## src/hw/rtl/pph_pkg.sv

```systemverilog
package pph_pkg;

   localparam logic [63:0] GOLDEN    = 64'h9E3779B97F4A7C15;
   localparam logic [63:0] LANE_BASE = 64'h0123456789ABCDEF;
   localparam logic [63:0] INIT_K0   = 64'hDEADBEEFCAFEBABE;
   localparam logic [63:0] INIT_K1   = 64'h13198A2E03707344;
   localparam logic [63:0] INIT_K3   = 64'hBF58476D1CE4E5B9;
   localparam logic [63:0] INIT_K4   = 64'h94D049BB133111EB;
   localparam logic [63:0] PAD_BYTE  = 64'h80;
   localparam logic [6:0]  RED_A     = 7'd59;
   localparam logic [6:0]  RED_B     = 7'd83;

   localparam int          LANES     = 5;
   localparam int          CSR_IDX_W = 1;
   localparam logic [CSR_IDX_W-1:0] CSR_SEED = 1'b0;
   localparam logic [CSR_IDX_W-1:0] CSR_SWAP = 1'b1;

   localparam logic [8:0] PRIMES [64] = '{
      9'd3,   9'd5,   9'd7,   9'd11,  9'd13,  9'd17,  9'd19,  9'd23,
      9'd29,  9'd31,  9'd37,  9'd41,  9'd43,  9'd47,  9'd53,  9'd59,
      9'd61,  9'd67,  9'd71,  9'd73,  9'd79,  9'd83,  9'd89,  9'd97,
      9'd101, 9'd103, 9'd107, 9'd109, 9'd113, 9'd127, 9'd131, 9'd137,
      9'd139, 9'd149, 9'd151, 9'd157, 9'd163, 9'd167, 9'd173, 9'd179,
      9'd181, 9'd191, 9'd193, 9'd197, 9'd199, 9'd211, 9'd223, 9'd227,
      9'd229, 9'd233, 9'd239, 9'd241, 9'd251, 9'd257, 9'd263, 9'd269,
      9'd271, 9'd277, 9'd281, 9'd283, 9'd293, 9'd307, 9'd311, 9'd313
   };

   typedef enum logic [3:0] {
      OP_NOP,
      OP_LOAD,
      OP_SEED_START,
      OP_WAIT_SEED,
      OP_SEED_SET,
      OP_SAVE,
      OP_ABSORB,
      OP_PAD,
      OP_TRIG,
      OP_PMUL,
      OP_PRED,
      OP_SQ_START,
      OP_PR_START,
      OP_WAIT_T,
      OP_MIX,
      OP_RESTORE
   } dp_op_type;

   typedef struct packed {
      dp_op_type  op;
      logic [2:0] lane;
      logic [5:0] bit_idx;
   } dp_cmd_type;

   typedef struct packed {
      logic mm_done;
      logic last;
      logic full;
   } dp_stat_type;

   // Tail of the reduction modulo 2^64-c of a 72-bit partly folded value.
   function automatic logic [63:0] fold_tail(input logic [71:0] s, input logic [6:0] c);
      logic [14:0] hc;
      logic [64:0] t;
      logic [63:0] r;
      logic [63:0] m;
      m  = 64'd0 - {57'd0, c};
      hc = s[71:64] * c;
      t  = {1'b0, s[63:0]} + {50'd0, hc};
      r  = t[64] ? (t[63:0] + {57'd0, c}) : t[63:0];
      if (r >= m) r = r - m;
      return r;
   endfunction

   // Reduce a 64x9 product modulo 2^64-c.
   function automatic logic [63:0] small_red(input logic [72:0] p, input logic [6:0] c);
      logic [15:0] hc;
      logic [71:0] s;
      hc = p[72:64] * c;
      s  = {8'd0, p[63:0]} + {56'd0, hc};
      return fold_tail(s, c);
   endfunction

   function automatic logic [63:0] swap64(input logic [63:0] v);
      logic [63:0] r;
      for (int i = 0; i < 8; i++) r[8*i +: 8] = v[8*(7-i) +: 8];
      return r;
   endfunction

   function automatic logic [63:0] rotr(input logic [63:0] v, input int n);
      return (v >> n) | (v << (64 - n));
   endfunction

endpackage

```

## src/hw/rtl/pph_ctrl.sv

```systemverilog
module pph_ctrl import pph_pkg::*; #(
   parameter int FINAL_ROUNDS = 2
) (
   input  logic                 clock,
   input  logic                 reset,
   input  logic                 csr_we,
   input  logic [CSR_IDX_W-1:0] csr_index,
   input  logic                 req_valid,
   output logic                 req_ready,
   output logic                 rsp_valid,
   input  logic                 rsp_ready,
   output logic [1:0]           word_index,
   output logic                 last_word,
   output dp_cmd_type           cmd,
   input  dp_stat_type          stat
);

   localparam int RW = $clog2(FINAL_ROUNDS + 2);

   typedef enum logic [17:0] {
      ST_INIT      = 18'h00001,
      ST_SEED_WAIT = 18'h00002,
      ST_SEED_SET  = 18'h00004,
      ST_SAVE      = 18'h00008,
      ST_IDLE      = 18'h00010,
      ST_ABSORB    = 18'h00020,
      ST_PAD       = 18'h00040,
      ST_FINAL     = 18'h00080,
      ST_OUT       = 18'h00100,
      ST_RESTORE   = 18'h00200,
      ST_TRIG      = 18'h00400,
      ST_PMUL      = 18'h00800,
      ST_PRED      = 18'h01000,
      ST_SQ_START  = 18'h02000,
      ST_SQ_WAIT   = 18'h04000,
      ST_PR_START  = 18'h08000,
      ST_PR_WAIT   = 18'h10000,
      ST_MIX       = 18'h20000
   } state_type;

   typedef enum logic [2:0] {
      MODE_DERIVE,
      MODE_ABSORB,
      MODE_PAD,
      MODE_FINAL,
      MODE_OUT
   } mode_type;

   state_type     state_ff, state_in;
   mode_type      mode_ff, mode_in;
   logic          pend_ff, pend_in;
   logic [5:0]    bit_ff, bit_in;
   logic [2:0]    lane_ff, lane_in;
   logic [RW-1:0] round_ff, round_in;
   logic [1:0]    word_ff, word_in;
   logic          seed_wr;

   assign seed_wr   = csr_we && (csr_index == CSR_SEED);
   assign req_ready = (state_ff == ST_IDLE) && !pend_ff;
   assign rsp_valid = (state_ff == ST_OUT);

   always_comb begin
      state_in = state_ff;
      mode_in  = mode_ff;
      bit_in   = bit_ff;
      lane_in  = lane_ff;
      round_in = round_ff;
      word_in  = word_ff;
      pend_in  = pend_ff;
      cmd.op      = OP_NOP;
      cmd.lane    = lane_ff;
      cmd.bit_idx = bit_ff;
      unique case (state_ff)
         ST_INIT: begin
            cmd.op   = OP_SEED_START;
            pend_in  = 1'b0;
            state_in = ST_SEED_WAIT;
         end
         ST_SEED_WAIT: begin
            cmd.op = OP_WAIT_SEED;
            if (stat.mm_done) state_in = ST_SEED_SET;
         end
         ST_SEED_SET: begin
            cmd.op   = OP_SEED_SET;
            mode_in  = MODE_DERIVE;
            state_in = ST_TRIG;
         end
         ST_SAVE: begin
            cmd.op   = OP_SAVE;
            state_in = ST_IDLE;
         end
         ST_IDLE: begin
            if (pend_ff) begin
               state_in = ST_INIT;
            end else if (req_valid) begin
               cmd.op   = OP_LOAD;
               round_in = '0;
               word_in  = 2'd0;
               state_in = ST_ABSORB;
            end
         end
         ST_ABSORB: begin
            cmd.op   = OP_ABSORB;
            mode_in  = MODE_ABSORB;
            state_in = ST_TRIG;
         end
         ST_PAD: begin
            cmd.op   = OP_PAD;
            mode_in  = MODE_PAD;
            state_in = ST_TRIG;
         end
         ST_FINAL: begin
            if (round_ff == RW'(FINAL_ROUNDS)) begin
               state_in = ST_OUT;
            end else begin
               round_in = round_ff + 1'b1;
               mode_in  = MODE_FINAL;
               state_in = ST_TRIG;
            end
         end
         ST_OUT: begin
            if (rsp_ready) begin
               if (word_ff == 2'd3) begin
                  state_in = ST_RESTORE;
               end else begin
                  word_in  = word_ff + 2'd1;
                  mode_in  = MODE_OUT;
                  state_in = ST_TRIG;
               end
            end
         end
         ST_RESTORE: begin
            cmd.op   = OP_RESTORE;
            state_in = ST_IDLE;
         end
         ST_TRIG: begin
            cmd.op   = OP_TRIG;
            bit_in   = 6'd0;
            state_in = ST_PMUL;
         end
         ST_PMUL: begin
            cmd.op   = OP_PMUL;
            state_in = ST_PRED;
         end
         ST_PRED: begin
            cmd.op = OP_PRED;
            if (bit_ff == 6'd63) begin
               lane_in  = 3'd0;
               state_in = ST_SQ_START;
            end else begin
               bit_in   = bit_ff + 6'd1;
               state_in = ST_PMUL;
            end
         end
         ST_SQ_START: begin
            cmd.op   = OP_SQ_START;
            state_in = ST_SQ_WAIT;
         end
         ST_SQ_WAIT: begin
            cmd.op = OP_WAIT_T;
            if (stat.mm_done) state_in = ST_PR_START;
         end
         ST_PR_START: begin
            cmd.op   = OP_PR_START;
            state_in = ST_PR_WAIT;
         end
         ST_PR_WAIT: begin
            cmd.op = OP_WAIT_T;
            if (stat.mm_done) begin
               if (lane_ff == 3'(LANES - 1)) begin
                  state_in = ST_MIX;
               end else begin
                  lane_in  = lane_ff + 3'd1;
                  state_in = ST_SQ_START;
               end
            end
         end
         ST_MIX: begin
            cmd.op = OP_MIX;
            case (mode_ff)
               MODE_DERIVE: state_in = ST_SAVE;
               MODE_ABSORB: begin
                  if (!stat.last)     state_in = ST_IDLE;
                  else if (stat.full) state_in = ST_PAD;
                  else                state_in = ST_FINAL;
               end
               MODE_OUT: state_in = ST_OUT;
               default:  state_in = ST_FINAL;
            endcase
         end
         default: state_in = ST_INIT;
      endcase
      // A seed write sets a pending flag; from idle the block then derives the lanes anew
      if (seed_wr) pend_in = 1'b1;
   end

   always_ff @(posedge clock) begin
      if (reset) begin
         state_ff <= ST_INIT;
         mode_ff  <= MODE_DERIVE;
         pend_ff  <= 1'b0;
         bit_ff   <= 6'd0;
         lane_ff  <= 3'd0;
         round_ff <= '0;
         word_ff  <= 2'd0;
      end else begin
         state_ff <= state_in;
         mode_ff  <= mode_in;
         pend_ff  <= pend_in;
         bit_ff   <= bit_in;
         lane_ff  <= lane_in;
         round_ff <= round_in;
         word_ff  <= word_in;
      end
   end

   assign word_index = word_ff;
   assign last_word  = (word_ff == 2'd3);

endmodule

```

## config.mk

```make
export PLATFORM = sky130hd
export DESIGN_NAME = pph_ctrl
export DESIGN_NICKNAME = d
export VERILOG_FILES = /design/src/hw/rtl/pph_pkg.sv /design/src/hw/rtl/pph_ctrl.sv
export SDC_FILE = /design/constraint.sdc
export NUM_CORES = 1
export LEC_CHECK = 0
export BUFFER_PORTS_ARGS = -buffer_cell sky130_fd_sc_hd__buf_4
export CORE_MARGIN = 10
export CORE_UTILIZATION = 58
export CTS_CLUSTER_SIZE = 16
export DETAILED_ROUTE_END_ITERATION = 6
export HOLD_SLACK_MARGIN = 0.12
export PLACE_DENSITY = 0.79
export SYNTH_ARGS = -nofsm -noshare
export SYNTH_HDL_FRONTEND = slang
export SYNTH_SLANG_ARGS = --single-unit
```

## constraint.sdc

```tcl
create_clock -name clock -period 2.9 [get_ports clock]
set_input_delay 0.58 -clock clock [delete_from_list [all_inputs] [get_ports clock]]
set_output_delay 0.58 -clock clock [all_outputs]
set_load 0.01 [all_outputs]
```

==> results of run 1 <==
flip-flops by register name (all words and copies together), names as in the netlist:
register,count
state_ff,18
bit_ff,6
lane_ff,3
mode_ff,3
round_ff,2
word_index,2
pend_ff,1
stage by stage:
stage | cell area, sq um | util [%] | hold slack (ps) | setup WS (ps)
final | 2720 | 73.2 | 481 | 36.6
after global routing | 2720 | 73.2 | 522 | -90.2
after CTS | 2630 | 70.8 | 483 | 15.6
after detailed placement | 2530 | 68.2 | 473 | 261
after global placement | 2530 | 68.2 | 471 | 275
after floorplan | 2270 | - | 453 | 338
layout make-up:
class | instances | area share, %
Inverter | 12 | 1.66
Multi-Input combinational cell | 219 | 53.7
Clock inverter | 2 | 0.460
Sequential cell | 35 | 26.1
Clock buffer | 6 | 2.67
Tap cell | 48 | 2.21
Timing Repair Buffer | 47 | 13.3
logic make-up after synthesis:
group / count (synthesis) / synth area share (%)
multiplexers: 4 / 1.76
adder cells (fa/ha/maj): 5 / 2.75
buffers and inverters: 26 / 6.71
AND/OR/NAND/NOR: 151 / 39.8
flip-flops: 35 / 30.8
AO/OA/AOI/OAI: 53 / 15.8
XOR/XNOR: 6 / 2.31
repair_timing:
action                                  in CTS  in global routing
pin swaps                                    0                  5
setup buffers                                0                  6
endpoints found under the setup margin       3                  4
gates resized for setup                      2                 13
routing by layer:
layer  vias up  GRT usage, %  routed length (microns)
li1       1124             -                        -
met2       100          29.8                     2890
met1      1062          22.9                     2710
met3        13          4.21                      466
met5         -             0                        0
met4         0          6.35                      111
synthesized netlist by cell type (all sizes together), types with 2 or more instances:
master / instances
a2111oi: 2
a21boi: 2
a21o: 6
a21oi: 20
a31oi: 2
and2: 4
and3: 7
buf: 11
clkbuf: 2
dfxtp: 35
ha: 5
inv: 12
mux2i: 4
nand2: 20
nand2b: 7
nand3: 21
nand4: 7
nand4b: 6
nor2: 21
nor2b: 5
nor3: 10
nor4: 13
nor4b: 3
o2111ai: 2
o211ai: 4
o21ai: 7
or2: 3
or3: 6
or4: 9
or4b: 3
xnor2: 3
xor2: 3
critical path, delay by kind of cell, from the launching register on:
family                 cells  cell delay, ps
and+or+nand+nor            5            1290
DFF                        1             360
buffers and inverters      2             330
report_power, final:
part	total, mW	leakage (nW)	internal [mW]	switching [mW]
Sequential	0.522	0.285	0.495	0.0268
Clock	0.344	0.0412	0.168	0.176
Combinational	0.383	0.766	0.183	0.200
Total	1.25	1.09	0.846	0.403
worst paths after layout:
path | start | end | depth (start not counted)
min | mode_ff[1] | mode_ff[1] | 2
max reg2reg | state_ff[7] | state_ff[8] | 8
min reg2reg | mode_ff[1] | mode_ff[1] | 2
max | state_ff[3] | cmd[9] | 7
==> run summary, run 1 <==
Ys flop type: dfxtp_1
Slowest stage delay, CP: 620 ps
Synth top area share: 30.8%
Crit-path cells: or4_4 -> nor4_1 -> buf_4 -> nand3_1 -> nand2_1 -> nand4b_1 -> buf_4
Gate Count Post-Synth: 280
CTS Buffer Depth: 2
Syn Nets: 294
Clk slew on worst S/H paths: 70 ps
Placed insts: 355
Multi-input logic area: 1460 sq um
Row count: 22
Clock latency at the later pin of the worst-skew pair: 290 ps
Ratio of cells with drive above 1 in the final layout: 25.9%
PwrDens: 459 nW/um^2
TritonCTS clock tree: yes
Max Fclk: 0.349 GHz
Fin crit share: 98.7%
Crit end category: output pin
Number of synthesized register bits: 35
RSZ-0062 raised after global routing: true
Rel. slew slack: 53.8%
Post-Syn Area per Cell: 8.12 sq um
Worst EP arrival: 2280 ps
First-pass GRT wire length: 9.83 mm
Die Ht: 82.6 microns
Vias in the first global route: 2,109
Initial antenna violation count: 0
Outcome: complete, no violations
Post-synthesis instance area: 2270 sq um
Die Wd: 82.6 microns
H-tree levels: 2
R2r setup slk: 240 ps
Wirelength, routed: 6.18 mm
GRT overflow: 0
Worst path slowest cell: or4_4
Full die area: 6830 sq um
Number of synthesized flops with an enable pin: 0
Async S/R FF share, synth: 0%
Worst-Margin Slew: 686 ps
# diodes: 0
Core ar.: 3720 sq um
WL/cell: 16.7 microns
First DRT Iteration DRCs: 243
WS Path Type: reg -> out
Largest net degree at the start of global routing: 28
Cts hold-fix bufs: 0
Leak Pwr: 1.09 nW
Fin Setup TNS: 0 ps
Yosys cell types: 57
Hold Violations, Final: 0
Worst path required time: 2320 ps
Register area: 709 sq um
Layout Cells excl Fill: 369
Number of I/O pins: 27
Synth area leaders: dfxtp_1 31%, nand3_1 4.6%, a21oi_1 4.4%
Vias per inst: 6.23
Commonest non-fill, non-tap cell in the layout: buf_4
Input/output buffers: 26
Max cap viols: 0
Final setup violation count: 0
Most frequent cells in the layout: 46 x buf_4, 32 x dfxtp_1, 21 x nor2_1
Routed via count: 2,299
ANT nets after route: 0
Cell repeated most along the worst path: buf_4
Slew Limit Fails: 0
Starting Density: 61.2%
Final net count: 334
Layout fillers: 307
Crit start category: flop
GP Congestion: 0.933
DRC errors left: 0
TritonCTS sink count: 35
Post-synth top area cell: dfxtp_1
VDD IR max: 290 uV
Register area share after synthesis: 30.8%
Worst Skew: 2.07 ps
Root Driver: clkbuf_8
Final HPWL DP: 4.54 mm
Area Overhead vs Synth: 19.5%
Worst-path maximum fanout: 6
Crit path time final: 2860 ps
Worst min path class: reg -> reg
GRT Total Usage: 18.2%
Total CTS buffers: 5
Pre-antenna DRT Iters: 5
Overall power: 1.25 mW
Synth Warn #: 0
Note: power is estimated with default switching activity, not from simulation.
==> inputs of run 2 (changes only) <==
--- a/config.mk
+++ b/config.mk
@@ -12,6 +12,7 @@
 export DETAILED_ROUTE_END_ITERATION = 6
 export HOLD_SLACK_MARGIN = 0.12
 export PLACE_DENSITY = 0.79
+export REMOVE_ABC_BUFFERS = 1
 export SYNTH_ARGS = -nofsm -noshare
 export SYNTH_HDL_FRONTEND = slang
 export SYNTH_SLANG_ARGS = --single-unit
==> run summary, run 2 (synthesized netlist as in run 1, its figures left out) <==
Outcome: complete, no violations
Die Wd: 82.6 microns (unchanged)
Initial antenna violation count: 0 (unchanged)
Met2 Routed Length: 2.88 mm (-0.10%)
Leak Pwr: 1.06 nW (-2.8%)
Comb power frac: 29.5% (-1.2 points)
Final setup violation count: 0 (unchanged)
WL/cell: 16.6 microns (-0.89%)
Total CTS buffers: 5 (unchanged)
M1 wire length: 2.73 mm (+0.85%)
Worst EP arrival: 2250 ps (-30 ps)
Vias per inst: 6.13 (-1.6%)
Hold Slack: 485 ps (+3.20 ps)
GP Congestion: 0.930 (-0.32%)
Routed via count: 2,231 (-3.0%)
Fin crit share: 97.4% (-1.3 points)
Input/output buffers: 26 (unchanged)
Largest regs: state_ff x18, bit_ff x6
TritonCTS sink count: 35 (unchanged)
Commonest non-fill, non-tap cell in the layout: buf_4
Root Driver: clkbuf_8
Reg with most FFs: state_ff
Clk pwr share: 29.7% (+2.2 points)
First-pass GRT wire length: 9.84 mm (+0.14%)
Area Overhead vs Synth: 17.4%
Full die area: 6830 sq um (unchanged)
DRC errors left: 0 (unchanged)
Worst-Margin Slew: 621 ps (-65.2 ps)
Worst path required time: 2320 ps (about the same)
Hold Path Depth: 2 (unchanged)
RR Startpoint: state_ff[6]
Max Fclk: 0.354 GHz (+1.3%)
Slew Limit Fails: 0 (unchanged)
GRT Total Usage: 18.1% (-0.042 points)
First DRT Iteration DRCs: 180 (-26%)
Starting Density: 61.2% (unchanged)
Switching share of power: 31.5% (-0.75 points)
R2r worst-path depth: 8 (unchanged)
Cts hold-fix bufs: 0 (unchanged)
P_sw: 0.402 mW (-0.21%)
Number of I/O pins: 27 (unchanged)
TritonCTS clock tree: yes
Clk slew on worst S/H paths: 70 ps (about the same)
Max cap viols: 0 (unchanged)
Placed cell area: 2510 sq um (-0.89%)
Hold Violations, Final: 0 (unchanged)
H-tree levels: 2 (unchanged)
Ratio of cells with drive above 1 in the final layout: 23.4% (-2.4 points)
Final Cell Area: 2670 sq um (-1.7%)
Core ar.: 3720 sq um (unchanged)
RSZ-0062 raised after global routing: true
Worst Skew: 7.74 ps (+5.67 ps)
Placed insts: 352 (-0.85%)
Worst Hold Endpoint: word_index[1]
Crit path time final: 2830 ps (-37.9 ps)
Top sig layer: met4
VDD IR max: 300 uV (+3.5%)
Pre-antenna DRT Iters: 4 (-1)
Most frequent cells in the layout: 41 x buf_4, 34 x dfxtp_1, 21 x nor2_1, 21 x nand3_1
Final HPWL DP: 4.56 mm (+0.44%)
Number of flip-flops in the largest register: 18 (unchanged)
PwrDens: 478 nW/um^2 (+4.0%)
Row count: 22 (unchanged)
Clock latency at the later pin of the worst-skew pair: 290 ps (about the same)
Overall power: 1.28 mW (+2.2%)
Rel. slew slack: 58.5% (+4.6 points)
Final net count: 329 (-1.5%)
Critical R2R Capture: state_ff[8]
CTS Buffer Depth: 2 (unchanged)
Int Pwr: 0.874 mW (+3.3%)
Metal3 WL: 347 microns (-26%)
Vias in the first global route: 2,101 (-0.38%)
Worst-path maximum fanout: 6 (unchanged)
Sequential share of power: 40.8% (-1.0 points)
WS Path Type: reg -> out
R2r setup slk: 340 ps (+100 ps)
ANT nets after route: 0 (unchanged)
Crit end category: output pin
Worst min path class: reg -> reg
Crit start category: flop
Die Ht: 82.6 microns (unchanged)
Min-delay src: word_index[1]
Largest net degree at the start of global routing: 28 (unchanged)
GRT overflow: 0 (unchanged)
Wirelength, routed: 6.04 mm (-2.2%)
Fin Setup TNS: 0 ps (unchanged)
Layout Cells excl Fill: 364 (-1.4%)
# diodes: 0 (unchanged)
-- run 2: cell count changes in the layout (fill, tap and decap cells not counted), sizes merged --
cell	before	now
clkinvlp	1	0
clkbuf	6	7
buf	47	42
-- run 2: layout make-up --
type                       count  area [sq um]
clock buffer                   7          86.3
clock inverter                 1          8.76
fill                         313          1040
inverter                      12          45.0
multi-input combinational    219          1450
sequential                    35           702
tap                           48          60.1
timing repair buffer          42           319
-- run 2: worst max path at each step --
stage,startpoint,endpoint,slack [ps],cells past startpoint
global placement,state_ff[0],cmd[9],230,6
global route,state_ff[0],cmd[9],-70,6
CTS,state_ff[16],cmd[9],20,6
finish,state_ff[0],cmd[9],70,6
detailed placement,state_ff[0],cmd[9],270,6
floorplan,state_ff[0],cmd[9],320,5
-- run 2: per-stage QoR --
step	setup WS (ps)	util, %
final	74.5	71.9
after global routing	-68.3	71.9
after CTS	24.4	70.4
after detailed placement	274	67.6
after global placement	235	67.6
after floorplan	324	-
-- run 2: metal layers --
layer / vias to the layer above / global-route usage (%)
li1: 1118 / -
met1: 1056 / 22.9
met2: 49 / 30.2
met3: 8 / 4.64
met4: 0 / 4.52
met5: - / 0
-- run 2: critical path, cell delays in order (launching register included) --
cell	delay, ps
dfxtp_1	360
or4_4	610
or4_4	560
nor3_1	140
nor3b_1	80
nand4b_1	80
buf_4	120
-- run 2: what timing repair did --
| item | CTS | global route |
|---|---|---|
| pin swaps | 0 | 5 |
| gates cloned | 0 | 0 |
| gates resized for setup | 2 | 6 |
| setup buffers | 0 | 4 |
| setup endpoints to repair | 3 | 4 |
-- run 2: power groups by stage --
| stage | clock network (mW) | registers (mW) | logic, mW |
|---|---|---|---|
| floorplan | 0 | 0.526 | 0.207 |
| global placement | 0 | 0.530 | 0.348 |
| detailed placement | 0 | 0.532 | 0.342 |
| CTS | 0.381 | 0.520 | 0.350 |
| global route | 0.412 | 0.523 | 0.411 |
| finish | 0.378 | 0.521 | 0.376 |
==> inputs of run 3 (changes only) <==
--- a/config.mk
+++ b/config.mk
@@ -5,13 +5,14 @@
 export SDC_FILE = /design/constraint.sdc
 export NUM_CORES = 1
 export LEC_CHECK = 0
+export ABC_AREA = 1
 export BUFFER_PORTS_ARGS = -buffer_cell sky130_fd_sc_hd__buf_4
 export CORE_MARGIN = 10
 export CORE_UTILIZATION = 58
 export CTS_CLUSTER_SIZE = 16
 export DETAILED_ROUTE_END_ITERATION = 6
 export HOLD_SLACK_MARGIN = 0.12
-export PLACE_DENSITY = 0.79
+export PLACE_DENSITY = 0.8
 export REMOVE_ABC_BUFFERS = 1
 export SYNTH_ARGS = -nofsm -noshare
 export SYNTH_HDL_FRONTEND = slang
==> run summary, run 3 <==
Largest family of logic cells by synthesized area: simple AND/OR/NAND/NOR gates
Overall power: 1.28 mW (+0.56%)
Clock latency at the later pin of the worst-skew pair: 300 ps (about the same)
Layout Cells excl Fill: 425 (+17%)
Worst path required time: 2320 ps (about the same)
RR Startpoint: state_ff[4]
Yosys cell types: 33 (-42%)
Crit-path cells: nor2_4 -> inv_2 -> nor3_1 -> nand4_1 -> nand3_1 -> a21oi_1 -> nand2_1 -> buf_4
First-pass GRT wire length: 10.1 mm (+2.5%)
Most frequent cells in the layout: 61 x nor2_1, 57 x nand2_1, 55 x inv_1
VDD IR max: 343 uV (+14%)
Final net count: 390 (+19%)
WL/cell: 14.0 microns (-15%)
Max cap viols: 0 (unchanged)
Placed insts: 417 (+18%)
Dpl ws: 611 ps (+337 ps)
Post-synthesis mux area share: 0% (-1.8 points)
Ys flop type: dfxtp_1
Number of synthesized flops with an enable pin: 0 (unchanged)
Die Ht: 82.1 microns (-0.63%)
GRT Total Usage: 19.0% (+0.89 points)
Min-delay src: mode_ff[2]
Fin crit share: 91.3% (-6.1 points)
Clk slew on worst S/H paths: 70 ps (about the same)
Fin Setup TNS: 0 ps (unchanged)
Hold Violations, Final: 0 (unchanged)
Core ar.: 3690 sq um (-0.74%)
Crit start category: flop
Synth Area in Compound Gates: 7.77% (-8.1 points)
Synth top area share: 31.3% (+0.52 points)
Starting Density: 60.7% (-0.56 points)
Most common cell in the netlist: nor2_1
Ratio of cells with drive above 1 in the final layout: 17.8% (-5.6 points)
Crit end category: output pin
TritonCTS clock tree: yes
Hold Slack: 486 ps (+1.04 ps)
GRT overflow: 0 (unchanged)
ANT nets after route: 0 (unchanged)
Worst Skew: 5.87 ps (-1.87 ps)
First DRT Iteration DRCs: 300 (+67%)
Worst EP arrival: 2070 ps (-180 ps)
Leak Pwr: 1.32 nW (+25%)
Number of I/O pins: 27 (unchanged)
Post-Syn Area per Cell: 6.47 sq um (-20%)
GP Congestion: 1.03 (+11%)
Cts hold-fix bufs: 0 (unchanged)
H-tree levels: 2 (unchanged)
Xor/xnor cell area share of the yosys netlist: 0.783% (-1.5 points)
Final Cell Area: 2580 sq um (-3.5%)
Final HPWL DP: 4.67 mm (+2.5%)
Gate Count Post-Synth: 346 (+24%)
Full die area: 6740 sq um (-1.3%)
Worst path slowest cell: nor3_1
DRC errors left: 0 (unchanged)
Synth cell count leaders: 61 x nor2_1, 57 x nand2_1, 55 x inv_1, 35 x dfxtp_1, 25 x nand3_1
Post-synthesis adder-cell area fraction: 2.80% (+0.046 points)
Slew Limit Fails: 0 (unchanged)
Register area share after synthesis: 31.3% (+0.52 points)
Synth Warn #: 0 (unchanged)
Vias in the first global route: 2,124 (+1.1%)
Largest net degree at the start of global routing: 15 (-46%)
Synth area leaders: dfxtp_1 31%, nor2_1 10%, nand2_1 9.6%
Outcome: complete, no violations
Number of flip-flops in the largest register: 18 (unchanged)
Largest regs: state_ff x18, bit_ff x6
CTS Buffer Depth: 2 (unchanged)
# diodes: 0 (unchanged)
Row count: 22 (unchanged)
Final setup violation count: 0 (unchanged)
Max Fclk: 0.378 GHz (+6.7%)
Crit path time final: 2650 ps (-177 ps)
Worst setup margin: 251 ps (+177 ps)
Number of synthesized register bits: 35 (unchanged)
Post-CTS Repair Setup Buffers: 0 (unchanged)
WS Path Type: reg -> out
Crit path from: state_ff[17]
Layout fillers: 337 (+7.7%)
Post-synthesis instance area: 2240 sq um (-1.7%)
Area Overhead vs Synth: 15.2%
TritonCTS sink count: 35 (unchanged)
Root Driver: clkbuf_8
Final Util: 69.9% (-2.0 points)
Worst min path class: reg -> reg
Post-synth top area cell: dfxtp_1
Async S/R FF share, synth: 0% (unchanged)
Wirelength, routed: 5.96 mm (-1.2%)
Worst-path maximum fanout: 9 (+3)
Placed cell area: 2480 sq um (-1.4%)
PwrDens: 498 nW/um^2 (+4.2%)
Routed via count: 2,306 (+3.4%)
Worst-Margin Slew: 443 ps (-178 ps)
Slowest stage delay, CP: 390 ps (-220 ps)
Vias per inst: 5.43 (-11%)
Die Wd: 82.1 microns (-0.63%)
Pre-antenna DRT Iters: 6 (+2)
RSZ-0062 raised after global routing: false
Commonest non-fill, non-tap cell in the layout: nor2_1
Cts repair resizes: 0 (-2)
Rel. slew slack: 70.4% (+12 points)
Reg with most FFs: state_ff
Initial antenna violation count: 0 (unchanged)
Total CTS buffers: 5 (unchanged)
Input/output buffers: 26 (unchanged)
Simple-Gate Fraction of Synth Area: 45.7% (+5.9 points)
==> run 3: cell types whose count changed in the layout (fill, tap and decap cells not counted), sizes merged, moves of 7 or more <==
cell / previous run / this run
nand2: 20 / 64
buf: 42 / 27
nand4: 7 / 18
nand2b: 7 / 0
nor2: 21 / 70
nor4: 13 / 3
nand3: 21 / 31
or4: 9 / 0
inv: 12 / 63
==> run 3: kinds of logic after synthesis <==
kind of cell               count (synthesis)
xor gates and xnor gates                   2
buffers and inverters                     67
and+or+nand+nor                          205
AOI/OAI and AO/OA                         32
adders and majority gates                  5
DFF                                       35
==> run 3: metal layers <==
layer	share of wire (%)	up-vias	GRT usage (%)
li1	-	1173	-
met1	46	1022	24.9
met2	44	100	29.7
met3	8.6	11	5.08
met4	1.7	0	6.29
met5	0	-	0
==> run 3: where the power goes <==
part	internal [mW]	switching, mW
Sequential	0.505	0.0244
Clock	0.217	0.179
Combinational	0.118	0.240
Total	0.840	0.443
==> run 3: path summary, 6_finish.rpt <==
check | end | slack (ps) | cells after the start
worst max-delay path | cmd[9] | 250 | 8
worst min-delay path | state_ff[3] | 490 | 1
worst min register to register | state_ff[3] | 490 | 1
worst max register to register | mode_ff[1] | 940 | 10
==> run 3: critical path, delay by kind of cell (launching register included) <==
family,cells,cell delay (ps)
compound gates,1,50
simple gates,5,1160
flops,1,350
buf+inv,2,210
==> run 3: cell type report <==
type / instances / area [sq um] / area share (%)
Clock buffer: 8 / 100 / 3.88
Multi-Input combinational cell: 244 / 1280 / 49.6
Inverter: 63 / 236 / 9.17
Timing Repair Buffer: 27 / 203 / 7.86
Sequential cell: 35 / 701 / 27.2
Tap cell: 48 / 60.1 / 2.33
